### src/sv/stuffed_packet_framer_core_defines.svh
// assertion macros for the stuffed packet framer core
// used by the top level only; expects clk and arst_n in scope
`ifndef STUFFED_PACKET_FRAMER_CORE_DEFINES_SVH
`define STUFFED_PACKET_FRAMER_CORE_DEFINES_SVH

// same-cycle implication, idle during reset
`define SPF_ASSERT_NOW(lbl, ante, cons) \
	lbl: assert property (@(posedge clk) disable iff (!arst_n) (ante) |-> (cons)) \
		else $error("spf: same-cycle check failed");

// next-cycle implication, idle during reset
`define SPF_ASSERT_NEXT(lbl, ante, cons) \
	lbl: assert property (@(posedge clk) disable iff (!arst_n) (ante) |=> (cons)) \
		else $error("spf: next-cycle check failed");

`endif

### src/sv/spf_pkg.sv
// shared types, codes and constants for the stuffed packet framer
// no dependencies; used by every module of the block
`timescale 1ns / 1ps
`default_nettype none

package spf_pkg;

	localparam int PC_W = 4;
	localparam int CNT_W = 6;

	localparam logic [CNT_W-1:0] MAX_SEGMENT = 6'd48;

	localparam logic [7:0] CH_DASH = 8'h2D;
	localparam logic [7:0] CH_QUEST = 8'h3F;
	localparam logic [7:0] CH_STAR = 8'h2A;
	localparam logic [7:0] SEP_RESET = 8'h2D;

	typedef enum logic [1:0] {
		MODE_HDR = 2'd0,
		MODE_DATA = 2'd1,
		MODE_END = 2'd2,
		MODE_NONE = 2'd3
	} mode_t;

	// byte source select
	typedef enum logic [3:0] {
		SRC_PN3,
		SRC_PN2,
		SRC_PN1,
		SRC_PN0,
		SRC_PID,
		SRC_ZERO,
		SRC_SIZE,
		SRC_DATA,
		SRC_XOR,
		SRC_SEP
	} src_t;

	typedef enum logic [1:0] {
		XOP_NONE,
		XOP_LOAD,
		XOP_FOLD
	} xop_t;

	typedef enum logic [1:0] {
		COP_NONE,
		COP_CLEAR,
		COP_INC
	} cop_t;

	typedef enum logic {
		JMP_NEXT,
		JMP_PAD
	} jmp_t;

	// one control word of the microprogram
	typedef struct packed {
		src_t src;
		logic emit;
		logic stuff;
		logic last;
		logic frame_end;
		logic done;
		xop_t xop;
		cop_t cop;
		logic size_ld;
		logic pad_ld;
		jmp_t jmp;
	} cw_t;

	// sequencer to datapath
	typedef struct packed {
		logic active;
		cw_t cw;
	} ctl_t;

	// datapath to sequencer
	typedef struct packed {
		logic step_done;
		logic esc_pend;
	} stat_t;

	// program entry points
	localparam logic [PC_W-1:0] PC_HDR = 4'd0;
	localparam logic [PC_W-1:0] PC_DATA = 4'd9;
	localparam logic [PC_W-1:0] PC_END = 4'd10;

endpackage

`default_nettype wire

### src/sv/spf_ucode_rom.sv
// microprogram table of the framer: one control word per step
// depends on spf_pkg
`timescale 1ns / 1ps
`default_nettype none

module spf_ucode_rom (
	input wire logic [spf_pkg::PC_W-1:0] pc,
	output spf_pkg::cw_t cw
);

	// program: header 0..8, data 9, end 10..13
	always_comb begin
		cw = '{src: spf_pkg::SRC_ZERO, emit: 1'b0, stuff: 1'b0, last: 1'b0,
			frame_end: 1'b0, done: 1'b1, xop: spf_pkg::XOP_NONE,
			cop: spf_pkg::COP_NONE, size_ld: 1'b0, pad_ld: 1'b0,
			jmp: spf_pkg::JMP_NEXT};
		case (pc)
			4'd0: begin
				cw.src = spf_pkg::SRC_PN3;
				cw.emit = 1'b1;
				cw.stuff = 1'b1;
				cw.done = 1'b0;
				cw.xop = spf_pkg::XOP_LOAD;
				cw.cop = spf_pkg::COP_CLEAR;
				cw.size_ld = 1'b1;
			end
			4'd1, 4'd2, 4'd3, 4'd4, 4'd5, 4'd6, 4'd7: begin
				case (pc)
					4'd1: cw.src = spf_pkg::SRC_PN2;
					4'd2: cw.src = spf_pkg::SRC_PN1;
					4'd3: cw.src = spf_pkg::SRC_PN0;
					4'd4: cw.src = spf_pkg::SRC_PID;
					default: cw.src = spf_pkg::SRC_ZERO;
				endcase
				cw.emit = 1'b1;
				cw.stuff = 1'b1;
				cw.done = 1'b0;
				cw.xop = spf_pkg::XOP_FOLD;
			end
			4'd8: begin
				cw.src = spf_pkg::SRC_SIZE;
				cw.emit = 1'b1;
				cw.stuff = 1'b1;
				cw.last = 1'b1;
				cw.xop = spf_pkg::XOP_FOLD;
			end
			4'd9: begin
				cw.src = spf_pkg::SRC_DATA;
				cw.emit = 1'b1;
				cw.stuff = 1'b1;
				cw.last = 1'b1;
				cw.xop = spf_pkg::XOP_FOLD;
				cw.cop = spf_pkg::COP_INC;
			end
			4'd10: begin
				cw.done = 1'b0;
				cw.pad_ld = 1'b1;
			end
			4'd11: begin
				cw.src = spf_pkg::SRC_ZERO;
				cw.emit = 1'b1;
				cw.done = 1'b0;
				cw.jmp = spf_pkg::JMP_PAD;
			end
			4'd12: begin
				cw.src = spf_pkg::SRC_XOR;
				cw.emit = 1'b1;
				cw.stuff = 1'b1;
				cw.done = 1'b0;
			end
			4'd13: begin
				cw.src = spf_pkg::SRC_SEP;
				cw.emit = 1'b1;
				cw.last = 1'b1;
				cw.frame_end = 1'b1;
			end
			default: begin
				cw.done = 1'b1;
			end
		endcase
	end

endmodule

`default_nettype wire

### src/sv/spf_sequencer.sv
// step counter and dispatch of the framer microprogram
// depends on spf_pkg and spf_ucode_rom
`timescale 1ns / 1ps
`default_nettype none

module spf_sequencer (
	input wire logic clk,
	input wire logic arst_n,
	input wire logic start,
	input wire logic [1:0] mode,
	input wire spf_pkg::stat_t stat,
	output spf_pkg::ctl_t ctl
);

	logic [spf_pkg::PC_W-1:0] pc_q;
	logic busy_q;
	logic [spf_pkg::PC_W-1:0] entry;
	spf_pkg::cw_t cw;

	spf_ucode_rom u_rom (
		.pc(pc_q),
		.cw(cw)
	);

	// entry point by item mode
	always_comb begin
		case (spf_pkg::mode_t'(mode))
			spf_pkg::MODE_HDR: entry = spf_pkg::PC_HDR;
			spf_pkg::MODE_DATA: entry = spf_pkg::PC_DATA;
			spf_pkg::MODE_END: entry = spf_pkg::PC_END;
			default: entry = spf_pkg::PC_HDR;
		endcase
	end

	// step counter
	always_ff @(posedge clk or negedge arst_n) begin
		if (!arst_n) begin
			pc_q <= '0;
			busy_q <= 1'b0;
		end else if (start) begin
			pc_q <= entry;
			busy_q <= (spf_pkg::mode_t'(mode) != spf_pkg::MODE_NONE);
		end else if (busy_q && stat.step_done) begin
			if (cw.done) begin
				busy_q <= 1'b0;
			end else begin
				pc_q <= pc_q + 1'b1;
			end
		end
	end

	assign ctl.active = busy_q;
	assign ctl.cw = cw;

endmodule

`default_nettype wire

### src/sv/spf_datapath.sv
// framer datapath: item hold, checksum and count state, stuffing, output word register
// depends on spf_pkg
`timescale 1ns / 1ps
`default_nettype none

module spf_datapath (
	input wire logic clk,
	input wire logic arst_n,
	input wire logic load,
	input wire logic [31:0] packet_number,
	input wire logic [7:0] packet_id,
	input wire logic [5:0] segment_size,
	input wire logic [7:0] data_byte,
	input wire logic [7:0] sep,
	input wire spf_pkg::ctl_t ctl,
	output spf_pkg::stat_t stat,
	output logic res_valid,
	input wire logic res_ready,
	output logic [7:0] out_byte,
	output logic last,
	output logic frame_end
);

	logic [31:0] pn_q;
	logic [7:0] pid_q;
	logic [5:0] ssz_q;
	logic [7:0] db_q;
	logic [7:0] xor_q;
	logic [spf_pkg::CNT_W-1:0] cnt_q;
	logic [spf_pkg::CNT_W-1:0] decl_q;
	logic [spf_pkg::CNT_W-1:0] pad_q;
	logic esc_q;
	logic valid_q;
	logic [7:0] byte_q;
	logic last_q;
	logic fe_q;

	logic [7:0] sel;
	logic [spf_pkg::CNT_W-1:0] pad_lim;
	logic pad_more;
	logic pad_stay;
	logic emit;
	logic need_esc;
	logic out_free;
	logic stall;
	logic fire;
	logic esc_first;
	logic step_done;
	logic [7:0] nxt_byte;
	logic nxt_last;
	logic nxt_fe;

	// hold the accepted item
	always_ff @(posedge clk) begin
		if (load) begin
			pn_q <= packet_number;
			pid_q <= packet_id;
			ssz_q <= segment_size;
			db_q <= data_byte;
		end
	end

	// byte source mux
	always_comb begin
		case (ctl.cw.src)
			spf_pkg::SRC_PN3: sel = pn_q[31:24];
			spf_pkg::SRC_PN2: sel = pn_q[23:16];
			spf_pkg::SRC_PN1: sel = pn_q[15:8];
			spf_pkg::SRC_PN0: sel = pn_q[7:0];
			spf_pkg::SRC_PID: sel = pid_q;
			spf_pkg::SRC_SIZE: sel = {2'b00, ssz_q};
			spf_pkg::SRC_DATA: sel = db_q;
			spf_pkg::SRC_XOR: sel = xor_q;
			spf_pkg::SRC_SEP: sel = sep;
			default: sel = 8'h00;
		endcase
	end

	// padding limit and step conditions
	always_comb begin
		pad_lim = (decl_q > spf_pkg::MAX_SEGMENT) ? spf_pkg::MAX_SEGMENT : decl_q;
		pad_more = (pad_q < pad_lim);
		pad_stay = (ctl.cw.jmp == spf_pkg::JMP_PAD) && pad_more;
		emit = ctl.active && ctl.cw.emit &&
			!((ctl.cw.jmp == spf_pkg::JMP_PAD) && !pad_more);
		need_esc = ctl.cw.stuff && ((sel == spf_pkg::CH_DASH) || (sel == spf_pkg::CH_QUEST));
		out_free = !valid_q || res_ready;
		stall = emit && !out_free;
		fire = emit && out_free;
		esc_first = emit && need_esc && !esc_q;
		step_done = ctl.active && !stall && !esc_first && !pad_stay;
	end

	// stuffing: escape mark first, then the mapped byte
	always_comb begin
		if (need_esc && !esc_q) begin
			nxt_byte = spf_pkg::CH_QUEST;
			nxt_last = 1'b0;
			nxt_fe = 1'b0;
		end else if (need_esc) begin
			nxt_byte = (sel == spf_pkg::CH_DASH) ? spf_pkg::CH_DASH : spf_pkg::CH_STAR;
			nxt_last = ctl.cw.last;
			nxt_fe = ctl.cw.frame_end;
		end else begin
			nxt_byte = sel;
			nxt_last = ctl.cw.last;
			nxt_fe = ctl.cw.frame_end;
		end
	end

	// checksum, count, size and padding state
	always_ff @(posedge clk or negedge arst_n) begin
		if (!arst_n) begin
			xor_q <= 8'h00;
			cnt_q <= '0;
			decl_q <= '0;
			pad_q <= '0;
			esc_q <= 1'b0;
		end else begin
			if (fire && need_esc) begin
				esc_q <= !esc_q;
			end
			if (ctl.active && !stall && pad_stay) begin
				pad_q <= pad_q + 1'b1;
			end
			if (step_done) begin
				case (ctl.cw.xop)
					spf_pkg::XOP_LOAD: xor_q <= sel;
					spf_pkg::XOP_FOLD: xor_q <= xor_q ^ sel;
					default: xor_q <= xor_q;
				endcase
				case (ctl.cw.cop)
					spf_pkg::COP_CLEAR: cnt_q <= '0;
					spf_pkg::COP_INC: begin
						if (cnt_q < spf_pkg::MAX_SEGMENT) begin
							cnt_q <= cnt_q + 1'b1;
						end
					end
					default: cnt_q <= cnt_q;
				endcase
				if (ctl.cw.size_ld) begin
					decl_q <= ssz_q;
				end
				if (ctl.cw.pad_ld) begin
					pad_q <= cnt_q;
				end
			end
		end
	end

	// output word register
	always_ff @(posedge clk or negedge arst_n) begin
		if (!arst_n) begin
			valid_q <= 1'b0;
		end else if (fire) begin
			valid_q <= 1'b1;
		end else if (res_ready) begin
			valid_q <= 1'b0;
		end
	end

	always_ff @(posedge clk) begin
		if (fire) begin
			byte_q <= nxt_byte;
			last_q <= nxt_last;
			fe_q <= nxt_fe;
		end
	end

	assign stat.step_done = step_done;
	assign stat.esc_pend = esc_q;
	assign res_valid = valid_q;
	assign out_byte = byte_q;
	assign last = last_q;
	assign frame_end = fe_q;

endmodule

`default_nettype wire

### src/sv/stuffed_packet_framer_core.sv
// Stuffed packet framer core.
// Input channel item_valid/item_ready carries one item: mode 0 header
// (packet_number, packet_id, segment_size), mode 1 data byte, mode 2 end
// of frame, mode 3 accepted and dropped. Output channel res_valid/res_ready
// carries one encoded word per handshake (out_byte, last, frame_end);
// last marks the final word of an item, frame_end the separator.
// The separator register is written through cfg_we/cfg_wdata, reset '-'.
// A microprogram steps through one item at a time; a step that escapes a
// '-' or '?' emits the escape mark '?' and then the mapped byte. The first
// word of an item passes the step counter and then the output register.
// A header emits packet_number, packet_id, three zero bytes and
// segment_size; an end item emits zero padding up to the declared size
// (at most 48), the checksum and the separator. Item rate is set by the
// single output word register, one word per cycle while res_ready is high.
// item_ready is high whenever the sequencer is idle, even while the last
// word of the previous item still sits in the output register.
// Reset clears checksum, data count and declared size to zero and
// empties the output register. A stalled receiver freezes the sequencer.
`timescale 1ns / 1ps
`default_nettype none
`include "stuffed_packet_framer_core_defines.svh"

module stuffed_packet_framer_core (
	input wire logic clk,
	input wire logic arst_n,
	input wire logic item_valid,
	output logic item_ready,
	input wire logic [1:0] mode,
	input wire logic [31:0] packet_number,
	input wire logic [7:0] packet_id,
	input wire logic [5:0] segment_size,
	input wire logic [7:0] data_byte,
	output logic res_valid,
	input wire logic res_ready,
	output logic [7:0] out_byte,
	output logic last,
	output logic frame_end,
	input wire logic cfg_we,
	input wire logic [7:0] cfg_wdata
);

	logic [7:0] sep_q;
	logic start;
	spf_pkg::ctl_t ctl;
	spf_pkg::stat_t stat;

	// separator register
	always_ff @(posedge clk or negedge arst_n) begin
		if (!arst_n) begin
			sep_q <= spf_pkg::SEP_RESET;
		end else if (cfg_we) begin
			sep_q <= cfg_wdata;
		end
	end

	// input handshake
	assign item_ready = !ctl.active;
	assign start = item_valid && item_ready;

	spf_sequencer u_seq (
		.clk(clk),
		.arst_n(arst_n),
		.start(start),
		.mode(mode),
		.stat(stat),
		.ctl(ctl)
	);

	spf_datapath u_dp (
		.clk(clk),
		.arst_n(arst_n),
		.load(start),
		.packet_number(packet_number),
		.packet_id(packet_id),
		.segment_size(segment_size),
		.data_byte(data_byte),
		.sep(sep_q),
		.ctl(ctl),
		.stat(stat),
		.res_valid(res_valid),
		.res_ready(res_ready),
		.out_byte(out_byte),
		.last(last),
		.frame_end(frame_end)
	);

	// checks
	`SPF_ASSERT_NOW(a_fe_is_last, res_valid && frame_end, last)
	`SPF_ASSERT_NOW(a_esc_in_step, stat.esc_pend, ctl.active)
	`SPF_ASSERT_NEXT(a_item_starts, start && (mode != spf_pkg::MODE_NONE), ctl.active)

endmodule

`default_nettype wire
### config.mk
export PLATFORM = sky130hd
export DESIGN_NAME = stuffed_packet_framer_core
export DESIGN_NICKNAME = d
export VERILOG_FILES = /design/src/sv/spf_pkg.sv /design/src/sv/spf_ucode_rom.sv /design/src/sv/spf_sequencer.sv /design/src/sv/spf_datapath.sv /design/src/sv/stuffed_packet_framer_core.sv
export VERILOG_INCLUDE_DIRS = /design/src /design/src/sv
export SDC_FILE = /design/constraint.sdc
export NUM_CORES = 1
export LEC_CHECK = 0
export ABC_AREA = 1
export BUFFER_PORTS_ARGS = -buffer_cell sky130_fd_sc_hd__buf_4
export CORE_MARGIN = 5
export CORE_UTILIZATION = 40
export CTS_CLUSTER_SIZE = 30
export DETAILED_ROUTE_END_ITERATION = 10
export PLACE_DENSITY = 0.71
export SLEW_MARGIN = 20
export SYNTH_ARGS = -nofsm -noshare
export SYNTH_HDL_FRONTEND = slang
export SYNTH_SLANG_ARGS = --single-unit
export TNS_END_PERCENT = 5
### constraint.sdc
create_clock -name clk -period 4.8 [get_ports clk]
set_input_delay 0.96 -clock clk [delete_from_list [all_inputs] [get_ports clk]]
set_output_delay 0.96 -clock clk [all_outputs]
set_load 0.005 [all_outputs]
=== After elaboration in Yosys (flattened, before gate mapping) ===
Cells that the tools add are included.

* Register bits: 105
* Bits of input ports: 69
* Output and inout bits: 12
* Word-level logic and storage cells: 129

* Add/sub/neg operators: 3
* Magnitude comparators: 3
* Eq/ne operators: 32
* Muxes and demuxes: 29
* Bitwise operators: 1
* Reductions and logical operators: 45

{| class="wikitable"
|+ Operator list
! cell !! number
|-
| 8-bit case mux with 9 select lines || 1
|-
| 5-bit case mux with 7 select lines || 1
|-
| 4-bit == test, second input constant || 8
|-
| 6-bit two-way mux || 5
|-
| 4-bit by 3-bit == test with 1-bit output, second input constant || 7
|-
| 11-bit OR reduction || 2
|-
| 1-bit logical AND || 17
|-
| 4-bit by 2-bit == test with 1-bit output, second input constant || 4
|-
| 8-bit by 6-bit == test with 1-bit output, second input constant || 2
|-
| 8-bit case mux with 2 select lines || 1
|-
| 6-bit by 1-bit adder with 6-bit output, second input constant || 2
|-
| 4-bit two-way mux || 3
|-
| 3-bit case mux with 4 select lines || 1
|-
| 6-bit case mux with 2 select lines || 1
|-
| 1-bit two-way mux || 11
|-
| 2-bit nonzero test || 5
|-
| 1-bit zero test || 9
|-
| 9-bit OR reduction || 1
|-
| 4-bit by 1-bit == test with 1-bit output, second input constant || 2
|-
| 4-bit zero test || 2
|-
| 8-bit two-way mux || 1
|-
| 2-bit case mux with 2 select lines || 2
|-
| 4-bit case mux with 2 select lines || 1
|-
| 2-bit AND reduction || 4
|-
| 14 further kinds || 20
|}

=== Logic depth before layout (Yosys ltp) ===
Gate-level depths: netlist of the first run.

* Word-level depth: 16
* Depth in mapped cells: 24
* Depth with buffers taken out: 24

=== Hierarchy ===
Synthesis of the first run repeated with hierarchy kept, for this count alone.

* Cells, all modules: 664
* Area total of the unflattened synthesis: 5609.1 um^2

{| class="wikitable"
|+ By module, submodules not included
! module !! times used !! cells an instance !! area each (um^2) !! seq. area each (um^2)
|-
| spf_datapath || 1 || 530 || 4690.7 || 2622.5
|-
| spf_sequencer || 1 || 47 || 355.3 || 125.1
|-
| stuffed_packet_framer_core || 1 || 37 || 321.6 || 205.2
|-
| spf_ucode_rom || 1 || 50 || 241.5 || 0.0
|}

=== Worst setup path before layout of the first run ===
No wires, ideal clock.

* Path type: reg2reg
* Start: register u_dp.decl_q[0] in the netlist's numbering
* End: register u_dp.fe_q, in the netlist u_dp.frame_end, enable pin
* Library setup time: 0.378 ns
* Data arrival time: 2.402 ns
* Data required time: 4.422 ns
* Slack: 2.021 ns
* Cell stages (with the launch flop): 11
* Path buffers: 0
* Period minus slack after synthesis: 2.779 ns
* Path through: dfrtp_1 -> o41ai_1 -> nand2_1 -> ha_1 -> a21oi_1 -> o221ai_1 -> nand2_1 -> nand2_1 -> nor2_1 -> inv_1 -> nor2_1

* Word-level cells in the longest chain between the ends: 8

{| class="wikitable"
|+ RTL lines
! what !! RTL line !! source
|-
| from (decl) || spf_datapath.sv:30 || <nowiki>logic [spf_pkg::CNT_W-1:0] decl_q;</nowiki>
|-
| from (signal assigned) || spf_datapath.sv:142 || <nowiki>decl_q <= ssz_q;</nowiki>
|-
| 6-bit > comparator || spf_datapath.sv:81 || <nowiki>pad_lim = (decl_q > spf_pkg::MAX_SEGMENT) ? spf_pkg::MAX_SEGMENT : decl_q;</nowiki>
|-
| 6-bit two-way mux * || spf_datapath.sv:81 ||
|-
| 6-bit less-than comparator * || spf_datapath.sv:82 || <nowiki>pad_more = (pad_q < pad_lim);</nowiki>
|-
| 1-bit zero test * || spf_datapath.sv:85 || <nowiki>!((ctl.cw.jmp == spf_pkg::JMP_PAD) && !pad_more);</nowiki>
|-
| 1-bit logical AND * || spf_datapath.sv:85 ||
|-
| 1-bit zero test * || spf_datapath.sv:85 ||
|-
| 1-bit logical AND * || spf_datapath.sv:84 || <nowiki>emit = ctl.active && ctl.cw.emit &&</nowiki>
|-
| 1-bit logical AND * || spf_datapath.sv:89 || <nowiki>fire = emit && out_free;</nowiki>
|-
| named net u_dp.fire || spf_datapath.sv:46 || <nowiki>logic fire;</nowiki>
|-
| to (signal assigned) || spf_datapath.sv:166 || <nowiki>fe_q <= nxt_fe;</nowiki>
|-
| to (decl) || spf_datapath.sv:36 || <nowiki>logic fe_q;</nowiki>
|}

Mark *: on every way through the listed nets, which the timed path passes. The rest lies on a longest branch.
A chain may end at the register's enable or synchronous reset.

=== Worst setup path after layout of the first run ===
* Start: register u_seq.pc_q[2] in the netlist's numbering
* End: register u_seq.pc_q[1] in the netlist's numbering

* Word-level cells in the longest chain between the ends: 16
* Elaborated cells between the ends (all ways): 53
* Those cells by class: eq/ne (23); mux (5); reduce/logical (25)

{| class="wikitable"
|+ RTL lines
! what !! RTL line !! source
|-
| from (decl) || spf_sequencer.sv:15 || <nowiki>logic [spf_pkg::PC_W-1:0] pc_q;</nowiki>
|-
| from (signal assigned) || spf_sequencer.sv:41 || <nowiki>pc_q <= entry;</nowiki>
|-
| from (signal assigned) || spf_sequencer.sv:47 || <nowiki>pc_q <= pc_q + 1'b1;</nowiki>
|-
| 4-bit by 3-bit == test with 1-bit output, or another cell as far along || spf_ucode_rom.sv:17, spf_ucode_rom.sv:28 ||
|-
| 3-bit case mux with 4 select lines / 7-bit OR reduction (equally long branches) || spf_ucode_rom.sv:28, spf_ucode_rom.sv:17 ||
|-
| 5-bit case mux with 7 select lines || spf_ucode_rom.sv:17 || <nowiki>case (pc)</nowiki>
|-
| 4-bit == test, or another cell as far along || spf_datapath.sv:65 || <nowiki>case (ctl.cw.src)</nowiki>
|-
| 8-bit case mux with 9 select lines || spf_datapath.sv:65 ||
|-
| 8-bit by 6-bit == test with 1-bit output || spf_datapath.sv:86 || <nowiki>need_esc = ctl.cw.stuff && ((sel == spf_pkg::CH_DASH) || (sel == spf_pkg::CH_QUEST));</nowiki>
|-
| 1-bit logical OR || spf_datapath.sv:86 ||
|-
| 1-bit logical AND || spf_datapath.sv:86 ||
|-
| 1-bit logical AND (2 in a row) || spf_datapath.sv:90 || <nowiki>esc_first = emit && need_esc && !esc_q;</nowiki>
|-
| 1-bit zero test || spf_datapath.sv:91 || <nowiki>step_done = ctl.active && !stall && !esc_first && !pad_stay;</nowiki>
|-
| 1-bit logical AND (2 in a row) || spf_datapath.sv:91 ||
|-
| 1-bit logical AND || spf_sequencer.sv:43 || <nowiki>end else if (busy_q && stat.step_done) begin</nowiki>
|-
| 2-bit nonzero test (no line) || - ||
|-
| 2-bit AND reduction (no line) * || - ||
|}

Every way passes the cells marked *; elsewhere a longest branch is shown, timed or not.

==> out/results.ini, run 1 <==
[routing]
wire_per_inst_um=14.67
drt_wl_total_um=12530
dr.first_iter.drc_count=275
dr.pass1.iters=5
ant_nets=0
num_vias=4215
detail_route.vias_per_cell=4.936
drc=0

[pwr]
vdd_drop_max_mv=0.2815
clockPowerShare_pct=16.7
p_leak_uw=0.003017
seqPwrFrac_pct=32.3
power.internal_uw=2407
p_sw_share_pct=45.54
comb_power_share_pct=50.9
p_switching_uw=2013
power_per_cell_area_mw_per_mm2=677.4

[logic_synthesis]
synth_top_family_by_area=simple AND/OR/NAND/NOR gates
synth_xor_area_share_pct=2.568
syn_area_mm2=0.005458
synth_top_cell_by_area=edfxtp_1
synth_cell_types=35
syn_nets=674
synth_simple_gate_area_share_pct=29.64
synth_compound_area_share_pct=3.943
ys_seq_area_share_pct=54.10
synth-seq-cells=105
synthCells=590
synth-edff-count=64
yosysWarnings=0
ys_top_cells_by_area=edfxtp_1, dfrtp_1, nand2_1
synth.avg_cell_area_um2=9.250
synthAdderAreaFrac_pct=3.439
ys_async_sr_fraction_pct=39.05
synth_flop_cell=edfxtp_1
synth_mux_area_share_pct=1.032
synth.top_cell.area_share_pct=35.21

[timing]
maxSlewViolCount=0
post-route-period-util_pct=70.62
max-slew-margin-rel_pct=43.24
worst_hold_slack_ps=485.0
tightest_slew_ps=848.3
setup_viol=0
fin_tns_setup_ps=0
period_needed_ps=3390
skew_ps=7.466
max_clock_freq_ghz=0.2950
hold_viol=0
grt_setup_unrepaired=no

[clock_tree]
clkTransAtPathRegs_ps=70
cts_max_path_buffers=2
cts_resized=0
cts_tree=built
cts_hold_buffers=0
cts_made_buffers=9
cts.htree.levels=3
clock-root-buffer=clkbuf_16
post_cts_buffers=0
clk-insertion-delay-late_ps=340
cts_sinks=105

[setup_path]
crit_type=flop to flop
max_stage_delay_ps=530
required_ps=5030
crit_slowest_cell=dfrtp_1
crit_path_max_fanout=25
critPathLaunchType=flop
reg2reg_from=u_seq.pc_q[2]$_DFFE_PN0P_
cp-endpoint=u_seq.pc_q[1]$_DFFE_PN0P_
reg2reg_slack_ps=1410
end_kind=flop
crit_start=u_seq.pc_q[2]$_DFFE_PN0P_
crit_chain=nor2_4 > nand2_2 > nand2_2 > nand2_1 > nand2_4 > nand3_4 > nor2_1 > nand2_1 > o21ai_0 > nor2_1 > nand3_2 > nand2_2 > nor2_4 > nand4_4 > nand3_1 > nand2_1 > nand2_1 > nand2_1
reg2reg_to=u_seq.pc_q[1]$_DFFE_PN0P_
crit_path_frequent_cell=nand2_1
arrival_ps=3620
worstRegToRegCells=18

[status]
status=complete, no violations

[finish]
fin_util_pct=49.08
area_growth_pct=19.56
diodes=0
nets=757
final_cell_area_mm2=0.006525
final_common_cell=nand2_1
final_cell_mix=nand2_1, buf_4, edfxtp_1
final_layout_size_suffix_gt1_share_pct=23.01
finalNonFillerCells=854

[worst_hold_path]
hold_path.class=flop to flop

[floorplanning]
core_area_mm2=0.01330
rows=42
initial_utilization_pct=41.05
chipWidth_um=126.8
ios=81
die_h_um=126.8
die_area_mm2=0.01608

[place]
place_congestion=0.9322
post-place-cells=838
portBuffers=80
dp_hpwl_um=9905
placed_cell_area_mm2=0.006222

[global_routing]
antenna_found_initial=0
grtUsageTotal_pct=16.27
grt_pass1_wl_um=21110
grt_overflow=0
grt_pass1_vias=4324
grt_max_degree=42

[flow_run]
drv_cap=0

## routing by layer
| layer | global-route usage [%] | part of all wire, % | vias to the layer above |
|---|---|---|---|
| li1 | - | - | 2108 |
| met1 | 21.73 | 47 | 1947 |
| met2 | 26.25 | 46 | 135 |
| met3 | 3.069 | 5.7 | 25 |
| met4 | 6.435 | 2.1 | 0 |
| met5 | 0 | 0 | - |
## layout make-up
cell class / instances / area (µm²)
inverters: 59 / 224.0
flip-flops and latches: 105 / 2953
fillers: 1198 / 6770
multi-input cells: 417 / 2217
clock buffers: 10 / 229.0
well taps: 176 / 220.2
repair buffers: 81 / 608.1
clock inverters: 6 / 73.82
## cells by family (layout without fill, tap and decap cells)
logic type	Yosys count	after routing
mux	5	5
flops	105	105
buf+inv	68	156
compound gates	38	38
xor+xnor	16	16
fa+ha+maj	15	15
simple gates	343	343
## per-stage QoR
stage               power (µW)  worst slack [ps]
floorplan                 3127              2021
global placement          3606              1558
detailed placement        3687              1450
CTS                       4436              1437
global route              4794             986.4
finish                    4420              1410
## sequential cells by signal (all words and copies together), names as in the netlist
signal / flops
sep_q: 8
u_dp.cnt_q: 6
u_dp.db_q: 8
u_dp.decl_q: 6
u_dp.esc_q: 1
u_dp.frame_end: 1
u_dp.last: 1
u_dp.out_byte: 8
u_dp.pad_q: 6
u_dp.pid_q: 8
u_dp.pn_q: 32
u_dp.res_valid: 1
u_dp.ssz_q: 6
u_dp.xor_q: 8
u_seq.busy_q: 1
u_seq.pc_q: 4
## worst min-delay path by stage
stage,from,end,slack [ps],depth (start not counted)
CTS,u_dp.cnt_q[3]$_DFFE_PN0P_,u_dp.cnt_q[3]$_DFFE_PN0P_,490,2
detailed placement,u_dp.cnt_q[3]$_DFFE_PN0P_,u_dp.cnt_q[3]$_DFFE_PN0P_,470,2
global route,u_dp.cnt_q[3]$_DFFE_PN0P_,u_dp.cnt_q[3]$_DFFE_PN0P_,500,2
global placement,u_dp.cnt_q[3]$_DFFE_PN0P_,u_dp.cnt_q[3]$_DFFE_PN0P_,460,2
finish,u_dp.cnt_q[3]$_DFFE_PN0P_,u_dp.cnt_q[3]$_DFFE_PN0P_,480,2
floorplan,u_dp.cnt_q[3]$_DFFE_PN0P_,u_dp.cnt_q[3]$_DFFE_PN0P_,440,2
## cells in the mapped netlist, types with 13 or more instances
cell	instances
dfrtp_1	37
nor2_1	47
o21ai_0	23
nand4_1	17
xor2_1	13
nand2_2	13
ha_1	15
inv_1	51
nand3_1	54
nand2_1	183
edfxtp_1	64
## power groups by stage
| stage | clock, µW | sequential [µW] | combinational (µW) |
|---|---|---|---|
| global placement | 0 | 1450 | 2160 |
| global route | 787 | 1460 | 2550 |
| CTS | 757 | 1430 | 2250 |
| finish | 740 | 1430 | 2250 |
| floorplan | 0 | 1400 | 1730 |
| detailed placement | 0 | 1440 | 2240 |
## critical path: cells and delay by family, from the launching register on
| kind | cells | cell delay [ps] |
|---|---|---|
| flip-flops | 1 | 530 |
| AO/OA/AOI/OAI | 1 | 150 |
| AND/OR/NAND/NOR | 17 | 2620 |
Power figures use the tool's default switching activity.
==> run 2: changes to the inputs <==
==> constraint.sdc (replaced) <==
create_clock -name clk -period 3.5 [get_ports clk]
set_input_delay 0.7 -clock clk [delete_from_list [all_inputs] [get_ports clk]]
set_output_delay 0.7 -clock clk [all_outputs]
set_load 0.005 [all_outputs]
==> out/results.ini, run 2 (synthesis results as in run 1) <==
[timing]
setup_viol=0
skew_ps=9.743
max_clock_freq_ghz=0.3128
post-route-period-util_pct=91.35
max-slew-margin-rel_pct=63.61
hold_viol=0
tightest_slew_ps=543.9
period_needed_ps=3197
grt_setup_unrepaired=yes
maxSlewViolCount=0

[clock_tree]
clk-insertion-delay-late_ps=350
cts_made_buffers=9
cts_hold_buffers=0
cts_tree=built
cts_sinks=105
clkTransAtPathRegs_ps=80
post_cts_buffers=0
cts_max_path_buffers=2
cts.htree.levels=3
clock-root-buffer=clkbuf_16

[setup_path]
crit_path_frequent_cell=nand2_1
crit_slowest_cell=dfrtp_1
arrival_ps=3440
crit_type=flop to flop
crit_chain=inv_1 > ha_1 > inv_1 > nand2_1 > nand2_2 > nand2_2 > inv_2 > nand2_2 > nand2_4 > nand3_4 > nor2_4 > nand3_1 > nand2_1 > nor2_1 > nand3_2 > nand3_2 > nor2_4 > nand4_4 > nand3_1 > nand2_1 > nand2_1 > nand2_1
required_ps=3750
crit_path_max_fanout=13
max_stage_delay_ps=440
critPathLaunchType=flop
end_kind=flop
reg2reg_slack_ps=300

[worst_hold_path]
hold_path.class=primary input to async pin

[finish]
largest_reg_flops=32
regMostFlops=u_dp.pn_q
final_cell_mix=nand2_1, buf_4, edfxtp_1
area_growth_pct=20.17
nets=760
final_cell_area_mm2=0.006559
num-fill-cells=1192
fin_util_pct=49.33
final_common_cell=nand2_1
diodes=0
final_layout_size_suffix_gt1_share_pct=23.64

[place]
dp_hpwl_um=9611
place_congestion=0.9106
portBuffers=80
placed_cell_area_mm2=0.006257

[global_routing]
grt_overflow=0
grt_pass1_vias=4182
grtUsageTotal_pct=15.61
grt_max_degree=55
grt_pass1_wl_um=20180
antenna_found_initial=0

[floorplanning]
core_area_mm2=0.01330
die_h_um=126.8
chipWidth_um=126.8
rows=42
die_area_mm2=0.01608
ios=81
initial_utilization_pct=41.05

[routing]
drt_wl_total_um=12380
wire_per_inst_um=14.45
ant_nets=0
detail_route.vias_per_cell=4.916
num_vias=4213
dr.pass1.iters=5
drc=0
dr.first_iter.drc_count=294

[flow_run]
drv_cap=0

[status]
status=complete, no violations

[pwr]
vdd_drop_max_mv=0.4686
p_leak_uw=0.003041
power_per_cell_area_mw_per_mm2=926.8

-- run 2: final cells by class --
cell class	instances	area, µm²	share of cell area [%]
repair buffers	84	643.1	9.805
inverters	59	224.0	3.415
clock buffers	9	225.2	3.434
multi-input cells	417	2225	33.92
flip-flops and latches	105	2953	45.02
clock inverters	7	68.82	1.049
well taps	176	220.2	3.357
-- run 2: where the power goes --
group | switching, µW | internal, µW
clock network | 490 | 503
logic | 2100 | 1030
registers | 217 | 1740
total | 2810 | 3270
-- run 2: repair_timing --
action | CTS | global route
endpoints found under the setup margin | 0 | 8
endpoints found under the hold margin | 0 | 0
resized for setup | 0 | 1
-- run 2: per-stage QoR --
step | std cells | worst slack, ps | setup TNS [ps] | hold slack (ps) | power (µW)
after floorplan | 590 | 720.6 | 0 | 404.4 | 4289
after global placement | 841 | 406.6 | 0 | 457.2 | 5015
after detailed placement | 841 | 315.3 | 0 | 478.8 | 5091
after CTS | 857 | 278.2 | 0 | 340.3 | 6103
after global routing | 857 | -41.02 | -89.57 | 368.4 | 6562
final | 857 | 302.8 | 0 | 314.9 | 6079
-- run 2: path summary, 6_finish.rpt --
kind	from	to	cells past startpoint
worst min register to register	u_dp.cnt_q[3]$_DFFE_PN0P_	u_dp.cnt_q[3]$_DFFE_PN0P_	2
min in group clk	u_dp.cnt_q[3]$_DFFE_PN0P_	u_dp.cnt_q[3]$_DFFE_PN0P_	2
max in group asynchronous	arst_n	sep_q[5]$_DFFE_PN1P_	1
worst max-delay path	u_seq.pc_q[0]$_DFFE_PN0P_	u_seq.pc_q[0]$_DFFE_PN0P_	22
worst min-delay path	arst_n	u_dp.cnt_q[3]$_DFFE_PN0P_	1
worst max register to register	u_seq.pc_q[0]$_DFFE_PN0P_	u_seq.pc_q[0]$_DFFE_PN0P_	22
-- run 2: layer usage --
layer / share of wire, % / global-route usage [%]
met1: 46 / 21.91
met2: 46 / 24.16
met3: 5.9 / 2.354
met4: 2.1 / 6.625
met5: 0 / 0
-- run 2: worst max-delay path, delay by kind of cell (launching register included) --
family	cells	cell delay, ps
adder cells (fa/ha/maj)	1	220
buffers and inverters	3	270
flip-flops	1	440
AND/OR/NAND/NOR	18	2150
